File: src/sv/sliding_window_rate_meter_unit_defines.svh
// Assertion helpers for the rate meter; clk and arst_n must be in scope.
`ifndef SLIDING_WINDOW_RATE_METER_UNIT_DEFINES_SVH
`define SLIDING_WINDOW_RATE_METER_UNIT_DEFINES_SVH

// same-cycle implication
`define SWRM_ASSERT_NOW(lbl, ante, cons, msg) \
	lbl: assert property (@(posedge clk) disable iff (!arst_n) (ante) |-> (cons)) \
		else $error(msg);

// next-cycle implication
`define SWRM_ASSERT_NEXT(lbl, ante, cons, msg) \
	lbl: assert property (@(posedge clk) disable iff (!arst_n) (ante) |=> (cons)) \
		else $error(msg);

`endif

File: src/sv/swrm_pkg.sv
package swrm_pkg;

	localparam int SWRM_WINDOWS  = 8;
	localparam int SWRM_TS_W     = 32;
	localparam int SWRM_BYTES_W  = 16;
	localparam int SWRM_PERIOD_W = 16;
	localparam int SWRM_WORD_W   = 32;
	localparam int SWRM_TOT_W    = 40;
	// byte total * 1000 needs 10 more bits
	localparam int SWRM_DVD_W    = 50;
	localparam int SWRM_CNT_W    = 6;
	localparam int SWRM_RATE_W   = 32;

	localparam logic [SWRM_PERIOD_W-1:0] SWRM_PERIOD_RST = 16'd1000;

	typedef struct packed {
		logic busy;
		logic done;
	} swrm_div_stat_t;

endpackage

File: src/sv/sliding_window_rate_meter_unit.sv
// Sliding-window throughput meter.
// Input channel (in_valid/in_ready) carries one packet event: now_ms and
// byte_count. Output channel (out_valid/out_ready) carries the window rate
// in bytes per second, emitted only when a period closes with a full ring.
// cfg_we/cfg_wdata write period_ms; write only while the block is idle.
// Work per item grows with its path: an item that closes no period is done
// soonest, a period close adds the ring update, and a computed result waits on the
// bit-serial 50-bit divider (one quotient bit per cycle) that forms
// window bytes * 1000 / window milliseconds. in_ready is low while an item
// is in work.
// The result sits in an output register; the next item is accepted while it
// waits. If a new result is ready before the old one is taken, the
// sequencer holds until out_ready frees the register.
// Reset (arst_n low) clears the control state and totals, and sets
// period_ms to 1000; the ring memory is not cleared, since it is read only
// after all WINDOWS entries have been written.
module sliding_window_rate_meter_unit import swrm_pkg::*; #(
	parameter int WINDOWS = SWRM_WINDOWS
) (
	input  logic                     clk,
	input  logic                     arst_n,
	input  logic                     in_valid,
	output logic                     in_ready,
	input  logic [SWRM_TS_W-1:0]     now_ms,
	input  logic [SWRM_BYTES_W-1:0]  byte_count,
	output logic                     out_valid,
	input  logic                     out_ready,
	output logic [SWRM_RATE_W-1:0]   rate_bytes_per_second,
	input  logic                     cfg_we,
	input  logic [SWRM_PERIOD_W-1:0] cfg_wdata
);

	`include "sliding_window_rate_meter_unit_defines.svh"

	localparam int IDX_W  = (WINDOWS > 1) ? $clog2(WINDOWS) : 1;
	localparam int FILL_W = $clog2(WINDOWS + 1);

	localparam logic [3:0] ST_IDLE = 4'd0;
	localparam logic [3:0] ST_UPD  = 4'd1;
	localparam logic [3:0] ST_CHK  = 4'd2;
	localparam logic [3:0] ST_SUB  = 4'd3;
	localparam logic [3:0] ST_ADD  = 4'd4;
	localparam logic [3:0] ST_MUL  = 4'd5;
	localparam logic [3:0] ST_DVGO = 4'd6;
	localparam logic [3:0] ST_DIV  = 4'd7;
	localparam logic [3:0] ST_OUT  = 4'd8;

	logic [3:0]               state_q;
	logic [SWRM_PERIOD_W-1:0] period_q;
	logic                     started_q;
	logic [SWRM_TS_W-1:0]     now_q;
	logic [SWRM_BYTES_W-1:0]  bytes_q;
	logic [SWRM_TS_W-1:0]     pstart_q;
	logic [SWRM_TS_W-1:0]     last_q;
	logic [SWRM_WORD_W-1:0]   pbytes_q;
	logic [SWRM_WORD_W-1:0]   elapsed_q;
	logic                     full_q;
	logic [IDX_W-1:0]         head_q;
	logic [FILL_W-1:0]        fill_q;
	logic [SWRM_TOT_W-1:0]    tbytes_q;
	logic [SWRM_TOT_W-1:0]    tms_q;
	logic [SWRM_DVD_W-1:0]    prod_q;
	logic                     out_valid_q;
	logic [SWRM_RATE_W-1:0]   rate_q;

	logic [SWRM_TS_W-1:0]     ps_eff;
	logic [SWRM_TS_W-1:0]     le_eff;
	logic [SWRM_TS_W-1:0]     gap;
	logic                     gap_hit;
	logic [SWRM_WORD_W-1:0]   pb_base;
	logic [SWRM_TS_W-1:0]     elapsed;
	logic [SWRM_WORD_W-1:0]   rd_bytes;
	logic [SWRM_WORD_W-1:0]   rd_ms;
	logic                     ring_we;
	logic                     div_start;
	logic [SWRM_DVD_W-1:0]    dividend;
	logic [SWRM_RATE_W-1:0]   div_rate;
	swrm_div_stat_t           div_stat;
	logic                     out_free;

	// first event seeds the period start and last-event time
	assign ps_eff  = started_q ? pstart_q : now_q;
	assign le_eff  = started_q ? last_q : now_q;
	assign gap     = now_q - le_eff;
	assign gap_hit = gap >= SWRM_TS_W'({period_q, 2'b00});
	assign pb_base = gap_hit ? '0 : pbytes_q;
	assign elapsed = now_q - pstart_q;

	assign ring_we   = (state_q == ST_ADD);
	assign div_start = (state_q == ST_DVGO);
	// x*1000 = (x << 10) - (x << 4) - (x << 3)
	assign dividend  = {tbytes_q, 10'b0} - prod_q;
	assign out_free  = !out_valid_q || out_ready;

	swrm_ring #(
		.WINDOWS (WINDOWS),
		.IDX_W   (IDX_W)
	) u_ring (
		.clk    (clk),
		.we     (ring_we),
		.waddr  (head_q),
		.wbytes (pbytes_q),
		.wms    (elapsed_q),
		.raddr  (head_q),
		.rbytes (rd_bytes),
		.rms    (rd_ms)
	);

	swrm_div u_div (
		.clk      (clk),
		.arst_n   (arst_n),
		.start    (div_start),
		.dividend (dividend),
		.divisor  (tms_q),
		.stat     (div_stat),
		.rate     (div_rate)
	);

	always_ff @(posedge clk or negedge arst_n) begin
		if (!arst_n) begin
			state_q     <= ST_IDLE;
			period_q    <= SWRM_PERIOD_RST;
			started_q   <= 1'b0;
			pstart_q    <= '0;
			last_q      <= '0;
			pbytes_q    <= '0;
			full_q      <= 1'b0;
			head_q      <= '0;
			fill_q      <= '0;
			tbytes_q    <= '0;
			tms_q       <= '0;
			out_valid_q <= 1'b0;
		end else begin
			if (cfg_we) begin
				period_q <= cfg_wdata;
			end
			// ST_OUT drives out_valid_q itself
			if (out_valid_q && out_ready && state_q != ST_OUT) begin
				out_valid_q <= 1'b0;
			end
			unique case (state_q)
				ST_IDLE: begin
					if (in_valid) begin
						state_q <= ST_UPD;
					end
				end
				ST_UPD: begin
					started_q <= 1'b1;
					pstart_q  <= gap_hit ? now_q : ps_eff;
					pbytes_q  <= pb_base + SWRM_WORD_W'(bytes_q);
					last_q    <= now_q;
					state_q   <= ST_CHK;
				end
				ST_CHK: begin
					full_q  <= (fill_q == FILL_W'(WINDOWS));
					state_q <= (elapsed >= SWRM_TS_W'(period_q)) ? ST_SUB : ST_IDLE;
				end
				ST_SUB: begin
					// drop the oldest entry from the totals when the ring is full
					if (full_q) begin
						tbytes_q <= tbytes_q - SWRM_TOT_W'(rd_bytes);
						tms_q    <= tms_q - SWRM_TOT_W'(rd_ms);
					end
					state_q <= ST_ADD;
				end
				ST_ADD: begin
					tbytes_q <= tbytes_q + SWRM_TOT_W'(pbytes_q);
					tms_q    <= tms_q + SWRM_TOT_W'(elapsed_q);
					head_q   <= (head_q == IDX_W'(WINDOWS - 1)) ? '0 : head_q + 1'b1;
					if (!full_q) begin
						fill_q <= fill_q + 1'b1;
					end
					pstart_q <= now_q;
					pbytes_q <= '0;
					state_q  <= full_q ? ST_MUL : ST_IDLE;
				end
				ST_MUL: begin
					state_q <= ST_DVGO;
				end
				ST_DVGO: begin
					state_q <= ST_DIV;
				end
				ST_DIV: begin
					if (div_stat.done) begin
						state_q <= ST_OUT;
					end
				end
				ST_OUT: begin
					if (out_free) begin
						out_valid_q <= 1'b1;
						state_q     <= ST_IDLE;
					end
				end
				default: begin
					state_q <= ST_IDLE;
				end
			endcase
		end
	end

	always_ff @(posedge clk) begin
		if (in_valid && in_ready) begin
			now_q   <= now_ms;
			bytes_q <= byte_count;
		end
		if (state_q == ST_CHK) begin
			elapsed_q <= elapsed;
		end
		if (state_q == ST_MUL) begin
			prod_q <= {6'b0, tbytes_q, 4'b0} + {7'b0, tbytes_q, 3'b0};
		end
		if (state_q == ST_OUT && out_free) begin
			rate_q <= div_rate;
		end
	end

	assign in_ready              = (state_q == ST_IDLE);
	assign out_valid             = out_valid_q;
	assign rate_bytes_per_second = rate_q;

	`SWRM_ASSERT_NOW(a_fill_bound, 1'b1, fill_q <= FILL_W'(WINDOWS), "ring fill exceeds depth")
	`SWRM_ASSERT_NOW(a_head_tracks_fill, fill_q < FILL_W'(WINDOWS), FILL_W'(head_q) == fill_q, "head and fill disagree while filling")
	`SWRM_ASSERT_NOW(a_done_in_div, div_stat.done, state_q == ST_DIV, "divider finished outside wait state")
	`SWRM_ASSERT_NEXT(a_start_busy, div_start, div_stat.busy && !in_ready, "divider not running after start")

endmodule

File: src/sv/swrm_ring.sv
module swrm_ring import swrm_pkg::*; #(
	parameter int WINDOWS = SWRM_WINDOWS,
	parameter int IDX_W   = 3
) (
	input  logic                   clk,
	input  logic                   we,
	input  logic [IDX_W-1:0]       waddr,
	input  logic [SWRM_WORD_W-1:0] wbytes,
	input  logic [SWRM_WORD_W-1:0] wms,
	input  logic [IDX_W-1:0]       raddr,
	output logic [SWRM_WORD_W-1:0] rbytes,
	output logic [SWRM_WORD_W-1:0] rms
);

	logic [2*SWRM_WORD_W-1:0] mem [WINDOWS];
	logic [2*SWRM_WORD_W-1:0] rdata_q;

	always_ff @(posedge clk) begin
		if (we) begin
			mem[waddr] <= {wbytes, wms};
		end
		rdata_q <= mem[raddr];
	end

	assign rbytes = rdata_q[2*SWRM_WORD_W-1:SWRM_WORD_W];
	assign rms    = rdata_q[SWRM_WORD_W-1:0];

endmodule

File: src/sv/swrm_div.sv
module swrm_div import swrm_pkg::*; (
	input  logic                   clk,
	input  logic                   arst_n,
	input  logic                   start,
	input  logic [SWRM_DVD_W-1:0]  dividend,
	input  logic [SWRM_TOT_W-1:0]  divisor,
	output swrm_div_stat_t         stat,
	output logic [SWRM_RATE_W-1:0] rate
);

	logic                  busy_q;
	logic                  done_q;
	logic [SWRM_CNT_W-1:0] cnt_q;
	logic [SWRM_TOT_W-1:0] rem_q;
	logic [SWRM_TOT_W-1:0] div_q;
	logic [SWRM_DVD_W-1:0] quo_q;

	logic [SWRM_TOT_W:0]   shifted;
	logic [SWRM_TOT_W+1:0] diff;
	logic                  qbit;

	// one restoring step per cycle, MSB first
	assign shifted = {rem_q, quo_q[SWRM_DVD_W-1]};
	assign diff    = {1'b0, shifted} - {2'b00, div_q};
	assign qbit    = ~diff[SWRM_TOT_W+1];

	always_ff @(posedge clk or negedge arst_n) begin
		if (!arst_n) begin
			busy_q <= 1'b0;
			done_q <= 1'b0;
			cnt_q  <= '0;
		end else begin
			done_q <= 1'b0;
			if (start) begin
				busy_q <= 1'b1;
				cnt_q  <= SWRM_CNT_W'(SWRM_DVD_W - 1);
			end else if (busy_q) begin
				cnt_q <= cnt_q - 1'b1;
				if (cnt_q == '0) begin
					busy_q <= 1'b0;
					done_q <= 1'b1;
				end
			end
		end
	end

	always_ff @(posedge clk) begin
		if (start) begin
			rem_q <= '0;
			div_q <= divisor;
			quo_q <= dividend;
		end else if (busy_q) begin
			rem_q <= qbit ? diff[SWRM_TOT_W-1:0] : shifted[SWRM_TOT_W-1:0];
			quo_q <= {quo_q[SWRM_DVD_W-2:0], qbit};
		end
	end

	// zero divisor yields an all-ones quotient, which saturates as required
	assign rate = (|quo_q[SWRM_DVD_W-1:SWRM_RATE_W]) ? '1 : quo_q[SWRM_RATE_W-1:0];

	assign stat.busy = busy_q;
	assign stat.done = done_q;

endmodule

File: config.mk
export PLATFORM = sky130hd
export DESIGN_NAME = sliding_window_rate_meter_unit
export DESIGN_NICKNAME = d
export VERILOG_FILES = /design/src/sv/swrm_pkg.sv /design/src/sv/sliding_window_rate_meter_unit.sv /design/src/sv/swrm_ring.sv /design/src/sv/swrm_div.sv
export VERILOG_INCLUDE_DIRS = /design/src /design/src/sv
export SDC_FILE = /design/constraint.sdc
export NUM_CORES = 2
export LEC_CHECK = 0
export ABC_AREA = 1
export BUFFER_PORTS_ARGS = -buffer_cell sky130_fd_sc_hd__clkbuf_2
export CAP_MARGIN = 20
export CELL_PAD_IN_SITES_DETAIL_PLACEMENT = 1
export CELL_PAD_IN_SITES_GLOBAL_PLACEMENT = 1
export CORE_MARGIN = 5
export CORE_UTILIZATION = 52
export CTS_CLUSTER_DIAMETER = 30
export DETAILED_ROUTE_END_ITERATION = 16
export GPL_TIMING_DRIVEN = 0
export HOLD_SLACK_MARGIN = 0.05
export PLACE_DENSITY = 0.88
export SYNTH_ARGS = -nofsm -noshare
export SYNTH_HDL_FRONTEND = slang
export SYNTH_SLANG_ARGS = --single-unit
File: constraint.sdc
create_clock -name clk -period 10.7 [get_ports clk]
set_input_delay 2.14 -clock clk [delete_from_list [all_inputs] [get_ports clk]]
set_output_delay 2.14 -clock clk [all_outputs]
set_load 0.02 [all_outputs]
After elaboration in Yosys (flattened, before gate mapping)
Memory sizes are Yosys's and may differ from the RTL's. A register that Yosys moved wholly into a read port is not among the register bits.
Cells that the tools add are included.
{"block": "word_totals", "register_bits": 506, "ramBits": 512, "in_bits": 69, "out_inout_bits": 34, "wordCells": 106, "n_memories": 1}
{"block": "classes", "n_addsub": 13, "order_cmp": 2, "eq_ne": 16, "n_mux": 33, "n_bitwise": 2, "reduce_logical": 16}
{"name": "u_ring.mem", "depth": 8, "word_bits": 64, "rd": 1, "rd_ports_with_merged_regs": 1, "wr": 1, "line_no": "swrm_ring.sv:15", "text": "logic [2*SWRM_WORD_W-1:0] mem [WINDOWS];"}
{"op": "$pmux 40 s2", "count": 2}
{"op": "$mux 32", "count": 4}
{"op": "$pmux 32 s2", "count": 2}
{"op": "$mux 40", "count": 3}
{"op": "$mux 50", "count": 2}
{"op": "$add 40x32->40", "count": 2}
{"op": "$sub 40x32->40", "count": 2}
{"op": "$sub 32x32->32", "count": 2}
{"op": "$sub 50x50->50", "count": 1}
{"op": "$add 44x43->45", "count": 1}
{"op": "$sub 41x40->42", "count": 1}
{"op": "$pmux 4 s9", "count": 1}
{"op": "$add 32x16->32", "count": 1}
{"op": "$ge 32x16->1", "count": 1}
{"op": "$ge 32x18->1", "count": 1}
{"op": "$reduce_or 18->1", "count": 1}
{"op": "$eq 4x3->1 const B", "count": 4}
{"op": "$mux 4", "count": 3}
{"op": "$mux 6", "count": 2}
{"op": "$mux 1", "count": 11}
{"op": "$eq 4x2->1 const B", "count": 2}
{"op": "$eq 4x4->1 const B", "count": 2}
{"op": "$logic_not 6->1", "count": 1}
{"op": "$mux 3", "count": 2}
{"op": "other kinds (18)", "count": 28}

Longest topological paths before layout
{"block": "depth", "ltp_word": 6, "ltp_mapped": 48, "depth_no_buf": 44}

Modules after synthesis
Synthesis repeated with hierarchy kept, for this count alone.
{"block": "hier_totals", "cells_unflattened": 7763, "hier_area_um2": 62677.6}
{"mod": "sliding_window_rate_meter_unit", "instances": 1, "cells_each": 4110, "area_each_um2": 29787.3, "seq_area_each_um2": 9786.9}
{"mod": "swrm_ring", "instances": 1, "cells_each": 2294, "area_each_um2": 23657.7, "seq_area_each_um2": 16656.0}
{"mod": "swrm_div", "instances": 1, "cells_each": 1359, "area_each_um2": 9232.6, "seq_area_each_um2": 3703.6}

Worst setup path after synthesis
Ideal clock, no wire load.
{"block": "synth_timing", "path_kind": "reg2reg", "start": "register state_q[0]", "end": "memory u_ring.mem[0][0] (netlist name), enable pin", "setup_time_ns": 0.565, "arrival_time_ns": 5.892, "t_required_ns": 10.135, "slack_ns": 4.243, "stages_incl_launch_ff": 8, "n_path_buf": 2, "period_less_slack_ns": 6.457, "path_cell_list": "dfrtp_1 > nor2_1 > inv_1 > nor2_1 > inv_1 > clkbuf_1 > clkbuf_1 > nor3_1"}
{"block": "synth_via", "elab_chain_cells": 3}
{"element": "start: declaration", "line_no": "sliding_window_rate_meter_unit.sv:48", "text": "logic [3:0] state_q;"}
{"element": "start signal: assignment", "line_no": "sliding_window_rate_meter_unit.sv:156", "text": "state_q <= (elapsed >= SWRM_TS_W'(period_q)) ? ST_SUB : ST_IDLE;"}
{"element": "start signal: assignment", "line_no": "sliding_window_rate_meter_unit.sv:175", "text": "state_q <= full_q ? ST_MUL : ST_IDLE;"}
{"element": "$eq 4x3->1", "line_no": "sliding_window_rate_meter_unit.sv:89", "text": "assign ring_we = (state_q == ST_ADD);"}
{"element": "$mux 1", "line_no": "swrm_ring.sv:19", "text": "if (we) begin"}
{"element": "$mux 1 (not written as such)", "line_no": "swrm_ring.sv:20", "text": "mem[waddr] <= {wbytes, wms};"}
{"element": "end: declaration", "line_no": "swrm_ring.sv:15"}
No other way between the ends.

Worst setup path in the final report
{"block": "layout_timing", "start": "register started_q", "end": "register pbytes_q[22]"}
{"block": "layout_via", "elab_chain_cells": 6}
{"element": "start: declaration", "line_no": "sliding_window_rate_meter_unit.sv:50", "text": "logic started_q;"}
{"element": "start signal: assignment", "line_no": "sliding_window_rate_meter_unit.sv:123", "text": "started_q <= 1'b0;"}
{"element": "start signal: assignment", "line_no": "sliding_window_rate_meter_unit.sv:148", "text": "started_q <= 1'b1;"}
{"element": "$mux 32", "line_no": "sliding_window_rate_meter_unit.sv:83", "text": "assign le_eff = started_q ? last_q : now_q;"}
{"element": "$sub 32x32->32", "line_no": "sliding_window_rate_meter_unit.sv:84", "text": "assign gap = now_q - le_eff;"}
{"element": "$ge 32x18->1", "line_no": "sliding_window_rate_meter_unit.sv:85", "text": "assign gap_hit = gap >= SWRM_TS_W'({period_q, 2'b00});"}
{"element": "$mux 32", "line_no": "sliding_window_rate_meter_unit.sv:86", "text": "assign pb_base = gap_hit ? '0 : pbytes_q;"}
{"element": "$add 32x16->32", "line_no": "sliding_window_rate_meter_unit.sv:150", "text": "pbytes_q <= pb_base + SWRM_WORD_W'(bytes_q);"}
{"element": "$pmux 32 s2", "line_no": "sliding_window_rate_meter_unit.sv:141", "text": "unique case (state_q)"}
{"element": "end signal: assignment", "line_no": "sliding_window_rate_meter_unit.sv:150"}
{"element": "end: declaration", "line_no": "sliding_window_rate_meter_unit.sv:55", "text": "logic [SWRM_WORD_W-1:0] pbytes_q;"}
No other way between the ends.
A chain may end at the register's enable or synchronous reset.

==> impl_metrics.toml <==
[status]
outcome = "complete, but fails checks"
failed_checks = "max-capacitance violations, max-slew violations"

[sta]
maxSlewHeadroom_pct = -0.648
timing.clock.skew_ns = 0.102
period_minus_slack_ns = 9.72
post_route_fraction_of_the_period_consumed_by_the_critical_path_pct = 90.8
transition_time_of_the_tightest_slew_check_pin_ns = 1.50
finalMaxSlewViolations = 8
setup_viol_count_final = 0
max_clock_freq_mhz = 103
grt_setup_unrepaired = "no"
fin_hold_ws_ns = 0.480
final-hold-violation-count = 0
layout_setup_ws_ns = 0.984

[final_layout]
regArea_mm2 = 0.0301
final-instance-count-excl-fill = 8193
utilization_after_layout_pct = 62.4
num-fill-cells = 12000
synthToLayoutAreaGrowth_pct = 19.0
multiInputGateArea_mm2 = 0.0236
layout.nets = 6979
drive_above_1_share_pct = 9.51

[grt]
grt_max_degree = 103
initial_antenna_violation_count = 12
overflow = 0
first_pass_grt_wire_length_um = 353000
first_global_vias = 57200
grt_usage_pct = 39.7

[setup_path]
critical_path.max_fanout = 10
crit_start = "started_q"
cp_top_family = "simple AND/OR/NAND/NOR gates"
capturing_element_type_of_the_critical_path = "register"
cp_data_required_time_ns = 11.56
worstReg2RegEnd = "pbytes_q[22]"
arrival_ns = 10.58
cell_mode_on_critical_path = "sky130_fd_sc_hd__nand2_1"
critical_path_depth = 45
reg2reg_depth = 45
timing.critical_path.from_type = "register"
setup.reg_to_reg.worst_slack_ns = 0.98
critical_path_start_end_classification = "reg -> reg"
critical-path-slowest-cell = "sky130_fd_sc_hd__dfrtp_1"
critical_path_buf_inv_count = 8
r2r-start = "started_q"
cp_slowest_stage_delay_ns = 0.61
crit_path_end = "pbytes_q[22]"

[logic_synthesis]
ys.flop_type = "sky130_fd_sc_hd__edfxtp_1"
postSynthAreaPerCell_um2 = 9.21
synth.top_cells.by_area = "sky130_fd_sc_hd__edfxtp_1 (40%), sky130_fd_sc_hd__dfrtp_1 (9.1%), sky130_fd_sc_hd__nand2_1 (8.9%)"
synth-seq-area-share_pct = 52.8
mappedNetlistNets = 6594
cells_after_synthesis = 6200
yosys.cell_count.top_type = "sky130_fd_sc_hd__nand2_1"
synth_largest_type_area_fraction_pct = 39.7
synth_commonest_cells = "sky130_fd_sc_hd__nand2_1 (1360), sky130_fd_sc_hd__inv_1 (767), sky130_fd_sc_hd__edfxtp_1 (756), sky130_fd_sc_hd__nor2_1 (518), sky130_fd_sc_hd__o21ai_0 (437)"
yosys_warnings = 0
synthesis.area_mm2 = 0.0571
netlist.top_cell.by_area = "sky130_fd_sc_hd__edfxtp_1"
async_flop_share_pct = 19.9
number_of_synthesized_flops_with_an_enable_pin = 756
ys_seq_elements = 1074
ys_types = 61

[floorplanning]
num_io_pins = 103
coreArea_mm2 = 0.109
std_cell_rows = 121
start_util_pct = 52.4
floorplan.die.height_um = 341
die-area_mm2 = 0.117
die_width_um = 341

[placement]
buffer_ports.inserted = 102
place.detailed.hpwl_um = 152000
worst_slack_after_detailed_placement_ns = 1.77
gpl.final_weighted_congestion = 0.939
placed_cells_incl_taps = 7780

[run]
maxCapViolations = 2

[clocking]
cts_max_path_buffers = 3
post_cts_hold_buffers = 0
tritoncts = "built"
cts.sink_count = 1074
post_cts_setup_buffer_count = 0
clk_transition_reported_paths_ns = 0.07
cts_inserted_buffers = 210
post_cts_resized = 0
cts_max_level = 4
clock_tree.root_cell = "sky130_fd_sc_hd__clkbuf_16"
clk-insertion-delay-late_ns = 0.93

[power_and_ir_drop]
static-leakage-power_uw = 0.0289
cellPowerDensity_mw_per_mm2 = 394
vdd_drop_max_v = 0.000246
finalPower_uw = 26800

[drt]
first_pass_iters = 6
via_per_inst = 6.69
avgRoutedWirePerCell_um = 30.7
detail-route-antenna-nets = 0
postRouteWirelength_um = 251000
dr.first_iter.drc_count = 7133
route.vias.total = 54800
detail_route.drc_violations = 0

[hold_path]
holdCritPathClass = "reg -> reg"
timing.hold.worst.start = "u_div.rem_q[25]"
[metrics by stage]
step / TNS, ns / cell area (um2)
floorplan: 0 / 57100
global placement: -363.23 / 59400
detailed placement: 0 / 60300
CTS: 0 / 67900
global route: 0 / 68000
finish: 0 / 68000
[worst min path at each step]
stage               slack [ns]            endpoint  cells after the start
floorplan                 0.43  u_ring.rdata_q[13]                      2
global placement          0.44  u_ring.rdata_q[49]                      2
detailed placement        0.46  u_ring.rdata_q[19]                      2
CTS                       0.48     u_div.rem_q[29]                      2
global route              0.50     u_div.rem_q[29]                      2
finish                    0.48     u_div.rem_q[25]                      2
[sequential cells by signal, indices dropped and copies added, names as in the netlist, 40 cells and up]
register,count
tms_q,40
u_div.quo_q,50
u_ring.rdata_q,64
u_div.div_q,40
u_ring.mem,512
tbytes_q,40
u_div.rem_q,40
prod_q,42
[where the power goes]
group | leakage, uW | switching, uW | total [uW] | internal (uW)
Clock | 0.00359 | 2830 | 7180 | 4350
Combinational | 0.0149 | 8770 | 12600 | 3810
Sequential | 0.0103 | 1220 | 7010 | 5790
Total | 0.0289 | 12800 | 26800 | 14000
[cell families (layout without fill, tap and decap cells)]
logic type,after synthesis,in the layout,synth area share (%)
compound gates,1306,1306,13.4
xor+xnor,222,222,3.40
fa+ha+maj,325,325,7.21
buf+inv,924,1497,6.09
flops,1074,1074,52.8
mux,1,1,0.0197
other cells,0,6,0
simple gates,2348,2348,17.1
[worst min-delay path, delay by kind of cell (launching register included)]
| kind | cells | cell delay (ns) |
|---|---|---|
| simple gates | 2 | 0.12 |
| flops | 1 | 0.32 |
[cells in the final DEF, fill, tap and decap left out, types with 31 or more instances in the layout]
cell type / instances
sky130_fd_sc_hd__nand2_1: 1360
sky130_fd_sc_hd__inv_1: 766
sky130_fd_sc_hd__edfxtp_1: 756
sky130_fd_sc_hd__nor2_1: 514
sky130_fd_sc_hd__o21ai_0: 437
sky130_fd_sc_hd__a21oi_1: 399
sky130_fd_sc_hd__ha_1: 318
sky130_fd_sc_hd__clkbuf_16: 212
sky130_fd_sc_hd__dfrtp_1: 208
sky130_fd_sc_hd__nand3_1: 202
sky130_fd_sc_hd__clkbuf_1: 143
sky130_fd_sc_hd__xor2_1: 130
sky130_fd_sc_hd__dfxtp_1: 104
sky130_fd_sc_hd__clkbuf_2: 102
sky130_fd_sc_hd__nand4_1: 97
sky130_fd_sc_hd__xnor2_1: 92
sky130_fd_sc_hd__a31oi_1: 74
sky130_fd_sc_hd__a22oi_1: 68
sky130_fd_sc_hd__a221oi_1: 65
sky130_fd_sc_hd__nor3_1: 50
sky130_fd_sc_hd__buf_6: 46
sky130_fd_sc_hd__a22o_1: 39
sky130_fd_sc_hd__o21ai_1: 39
sky130_fd_sc_hd__or2_2: 34
sky130_fd_sc_hd__o211ai_1: 31
[per-layer routing]
| layer | GRT usage, % | wire (um) | vias to the layer above |
|---|---|---|---|
| met1 | 43.8 | 83100 | 26400 |
| met4 | 31.0 | 26500 | 8 |
| met2 | 66.0 | 115000 | 4523 |
| met5 | 0 | 51 | - |
| li1 | - | - | 22200 |
| met3 | 9.61 | 27100 | 1660 |
[area by class of cell]
class | count | area share, %
Antenna cell | 6 | 0.0221
Clock buffer | 236 | 8.05
Clock inverter | 164 | 2.99
Sequential cell | 1074 | 44.3
Multi-Input combinational cell | 4202 | 34.7
Tap cell | 1414 | 2.60
Inverter | 777 | 4.29
Buffer | 147 | 0.832
Timing Repair Buffer | 173 | 2.19
Note: power is estimated with default switching activity, not from simulation.
